===== src/design/lzwvd_pkg.sv =====
// Shared types and constants for the variable-width LZW decoder.
// No dependencies; every other design file imports this package.
package lzwvd_pkg;

   // Configuration defaults for the top-level parameters
   localparam int MIN_WIDTH         = 9;
   localparam int DEF_MAX_WIDTH     = 15;
   localparam int DEF_DICT_DEPTH    = 32768;
   localparam int DEF_COUNT_WIDTH   = 32;
   localparam int QUEUE_DEPTH       = 2;

   // Control codes
   localparam int CODE_END   = 256;
   localparam int CODE_BUMP  = 257;
   localparam int CODE_CLEAR = 258;
   localparam int CODE_FIRST = 259;
   localparam int LITERAL_MAX = 255;

   // Result status codes
   typedef logic [2:0] status_type;
   localparam status_type ST_BYTE     = 3'd0;
   localparam status_type ST_ACCEPTED = 3'd1;
   localparam status_type ST_NEED     = 3'd2;
   localparam status_type ST_DONE     = 3'd3;
   localparam status_type ST_REFUSED  = 3'd4;
   localparam status_type ST_TRUNC    = 3'd5;
   localparam status_type ST_BAD      = 3'd6;
   localparam status_type ST_OVER     = 3'd7;

   // Decoder phases; terminal phases reuse their status codes
   localparam status_type PH_OPEN = 3'd0;
   localparam status_type PH_RUN  = 3'd1;

   // Request operations
   localparam logic OP_FEED  = 1'b0;
   localparam logic OP_FETCH = 1'b1;

   // Register indexes
   localparam int CSR_INDEX_W = 1;
   localparam logic [CSR_INDEX_W-1:0] REG_STRICT = 1'b0;
   localparam logic [CSR_INDEX_W-1:0] REG_LIMIT  = 1'b1;

   typedef struct packed {
      logic       operation;
      logic [7:0] data;
      logic       last;
   } cmd_type;

   typedef struct packed {
      status_type  status;
      logic [7:0]  data;
      logic [31:0] produced;
      logic [31:0] consumed;
   } rsp_type;

   typedef struct packed {
      logic        strict;
      logic [31:0] limit;
   } cfg_type;

endpackage


===== src/design/lzwvd_fifo.sv =====
// Small register-based queue used between front, engine and result side.
// Depends on lzwvd_pkg for the default depth.
module lzwvd_fifo import lzwvd_pkg::*; #(
   parameter int WIDTH = 8,
   parameter int DEPTH = QUEUE_DEPTH
) (
   input  logic             clock,
   input  logic             reset,
   input  logic             push,
   input  logic [WIDTH-1:0] wdata,
   output logic             full,
   input  logic             pop,
   output logic [WIDTH-1:0] rdata,
   output logic             empty
);
   localparam int PW = (DEPTH > 1) ? $clog2(DEPTH) : 1;
   localparam int CNTW = $clog2(DEPTH + 1);

   logic [WIDTH-1:0] mem_ff [DEPTH];
   logic [PW-1:0]    wptr_ff, rptr_ff;
   logic [CNTW-1:0]  count_ff;
   logic             do_push, do_pop;

   assign full    = (count_ff == CNTW'(DEPTH));
   assign empty   = (count_ff == '0);
   assign do_push = push && !full;
   assign do_pop  = pop && !empty;
   assign rdata   = mem_ff[rptr_ff];

   // pointers and fill count
   always_ff @(posedge clock) begin
      if (reset) begin
         wptr_ff  <= '0;
         rptr_ff  <= '0;
         count_ff <= '0;
      end else begin
         if (do_push) wptr_ff <= (wptr_ff == PW'(DEPTH - 1)) ? '0 : wptr_ff + 1'b1;
         if (do_pop)  rptr_ff <= (rptr_ff == PW'(DEPTH - 1)) ? '0 : rptr_ff + 1'b1;
         if (do_push && !do_pop)      count_ff <= count_ff + 1'b1;
         else if (do_pop && !do_push) count_ff <= count_ff - 1'b1;
      end
   end

   // storage
   always_ff @(posedge clock) begin
      if (do_push) mem_ff[wptr_ff] <= wdata;
   end

endmodule


===== config.mk =====
export PLATFORM = sky130hd
export DESIGN_NAME = lzwvd_fifo
export DESIGN_NICKNAME = d
export VERILOG_FILES = /design/src/design/lzwvd_pkg.sv /design/src/design/lzwvd_fifo.sv
export SDC_FILE = /design/constraint.sdc
export NUM_CORES = 1
export LEC_CHECK = 0
export BUFFER_PORTS_ARGS = -buffer_cell sky130_fd_sc_hd__clkbuf_2
export CORE_MARGIN = 2
export CORE_UTILIZATION = 52
export CTS_CLUSTER_DIAMETER = 100
export DETAILED_ROUTE_END_ITERATION = 10
export GPL_ROUTABILITY_DRIVEN = 1
export PLACE_DENSITY = 0.79
export SLEW_MARGIN = 5
export SYNTH_ARGS = -nofsm -noshare
export SYNTH_HDL_FRONTEND = slang
export SYNTH_SLANG_ARGS = --single-unit

===== constraint.sdc =====
create_clock -name clock -period 3.55 [get_ports clock]
set_input_delay 0.5325 -clock clock [delete_from_list [all_inputs] [get_ports clock]]
set_output_delay 0.5325 -clock clock [all_outputs]
set_load 0.05 [all_outputs]

==> impl_results.md <==
- Status: complete, no violations
- Total number of vias: between 400 and 500
- CP startpoint kind: flip-flop
- Starting DRC count in detailed routing: 3
- Ys Warns: 0
- Fmax: 506 MHz
- Vias in the first global route: about 470
- # DRC: 0
- Rel. slew slack: about three quarters
- Highest-count cells in the layout ignoring fill and taps: 21 x clkbuf_2, 16 x edfxtp_1, 8 x mux2_2
- Mapped cell area: ~790 um2
- CTS Buf Count: 3
- I/O Buffers: 21
- Max VDD drop: about 0.43 mV
- I/O pin count: 22
- Fin util: between 60% and 70%
- Final Hold Fails: 0
- Clock skew: around 2 ps
- Fill count: ~130
- M1 GR Usage: around 16%
- Drt total wl: 1160 um
- Layout area overhead: 18.6%
- Synthesized flop and latch total: 21
- Initial antenna violation count: 0
- Synth unique cells: 13
- Crit end category: output pin
- GRT overflow: 0
- PostCTS Resize Cnt: 0
- Die Area: 0.00185 mm2
- Clock Tree Buf Depth: 2
- Sequential-to-total area share from yosys stat: roughly three quarters
- Power per cell area: roughly 820 mW/mm2
- Drt first pass iters: 4
- Commonest non-fill, non-tap cell in the layout: clkbuf_2
- Root Driver: clkbuf_4
- Maxcap violations: 0
- Total negative slack: 0 ps
- Tmin final: between 1500 and 2000 ps
- Post-Syn Instances: 50
- Clock sink count: 21
- Slew Viols, Final: 0
- Register Area: 581 um2
- RSZ-0062 raised after global routing: false
- Via density: just over 5
- Routability cong.: between 0.6 and 0.7
- Post-CTS setup buffer count: 0
- Tot Pwr: between 700 and 800 uW
- Fraction of layout cells with a size suffix above 1: a little under half
- Met3 Usage GRT: between 2 and 3%
- Total global-route track usage: between 15 and 20%
- CTS Hold Bufs: 0
- Core area: about 0.0015 mm2
- Final setup viols: 0
- H-tree levels: 1
- Post-DP HPWL: roughly 900 um
- Syn avg cell area: about 16 um2
- Clk Latency, worst-skew pair: ~300 ps
- Worst path cell trace: mux2_2 > clkbuf_2
- Worst Path Buf+Inv: 1
- Largest net degree at the start of global routing: 13
- Wire per inst: approximately 13 um
- Area of the multi-input gates: roughly 200 um2
- Max incr delay on CP: 530 ps
- CTS tree: built
- CP top delay family: flip-flops
- Die Wd: 43.1 um
- Antenna diode count: 0
- Crit-path slowest cell: dfxtp_1
- Number of core rows: 14
- First-pass GRT wire length: approximately 1900 um
- Die height: 43.1 um
- Total Nets Final: 88
- Fin crit share: between 50% and 60%
- HP Class: primary input to flip-flop
- Initial Util: between 50% and 60%
- CP arrival: about 1400 ps
- Crit path max fanout: 8
- Grt peak-use layer: met2
- Mapped Nets: 63
- Pleak: around 0.38 nW
- Slew @ Worst Pin: approximately 350 ps
- Met2 Use GR: a little over a quarter
- ANT nets after route: 0
- Setup CP Type: flip-flop to output pin
- Reg clk slew, reported paths: roughly 110 ps
- Critical Path RT: 3020 ps
-- worst register-to-register path: stages, from the launching register on --
cell and delay (ps):
dfxtp_1 380, o21ai_0 300, ha_1 320, or3_1 380, a21oi_1 130
-- synth_stat cells --
master | n | area, um2
ha_1 | 1 | 12.5
mux2_2 | 8 | 90.1
or3_1 | 2 | 12.5
dfxtp_1 | 5 | 100
and2_1 | 1 | 6.26
nor2b_2 | 1 | 8.76
xor2_1 | 3 | 26.3
nor2_1 | 5 | 18.8
inv_1 | 2 | 7.51
o21ai_0 | 3 | 15.0
a21oi_1 | 2 | 10.0
buf_2 | 1 | 5.00
edfxtp_1 | 16 | 480
-- where the power goes --
group,switching [mW],total (mW),internal (mW)
sequential,0.0315,0.345,0.314
combinational,0.225,0.320,0.0957
clock,0.0686,0.111,0.0420
total,0.325,0.776,0.451
-- worst paths after layout --
path / endpoint / startpoint / slack, ps / cells after the start
min reg2reg: wptr_ff$_SDFFE_PP0N_ / wptr_ff$_SDFFE_PP0N_ / 500 / 2
min: mem_ff[1][3]$_DFFE_PP_ / wdata[3] / 420 / 1
max reg2reg: count_ff[1]$_SDFFE_PP0P_ / count_ff[0]$_SDFFE_PP0P_ / 1980 / 4
max: rdata[3] / flip-flop / 1570 / 2
-- metal layers --
metal	vias up	part of all wire, %
li1	231	-
met1	210	39
met2	17	52
met3	4	5.9
met4	0	3.1
met5	-	0
-- sequential cells by signal, indices dropped and copies added, names as in the netlist, named ones only --
register,count
rptr_ff,1
mem_ff,16
wptr_ff,1
count_ff,2
-- cell type report --
cell class	instances	share of cell area, %
flip-flops and latches	21	61.7
multi-input cells	26	21.3
clock inverters	1	0.532
well taps	16	2.13
clock buffers	3	2.39
repair buffers	21	11.2
inverters	2	0.798
-- logic make-up (layout without fill, tap and decap cells) --
logic type,after synthesis,after routing,share of synthesized area [%]
AOI/OAI and AO/OA,5,5,3.15
muxes,8,8,11.4
and+or+nand+nor,9,9,5.84
adders and majority gates,1,1,1.58
buffers and inverters,3,27,1.58
xor gates and xnor gates,3,3,3.31
DFF,21,21,73.2
-- per-stage QoR --
step / worst slack, ps / cell area [um2] / cells / hold WS [ps]
floorplan: 1710 / 793 / 50 / 452
global placement: 1880 / 913 / 86 / 470
detailed placement: 1860 / 913 / 86 / 496
CTS: 1530 / 941 / 90 / 406
global route: 1480 / 941 / 90 / 399
finish: 1570 / 941 / 90 / 418
Power figures use the tool's default switching activity.
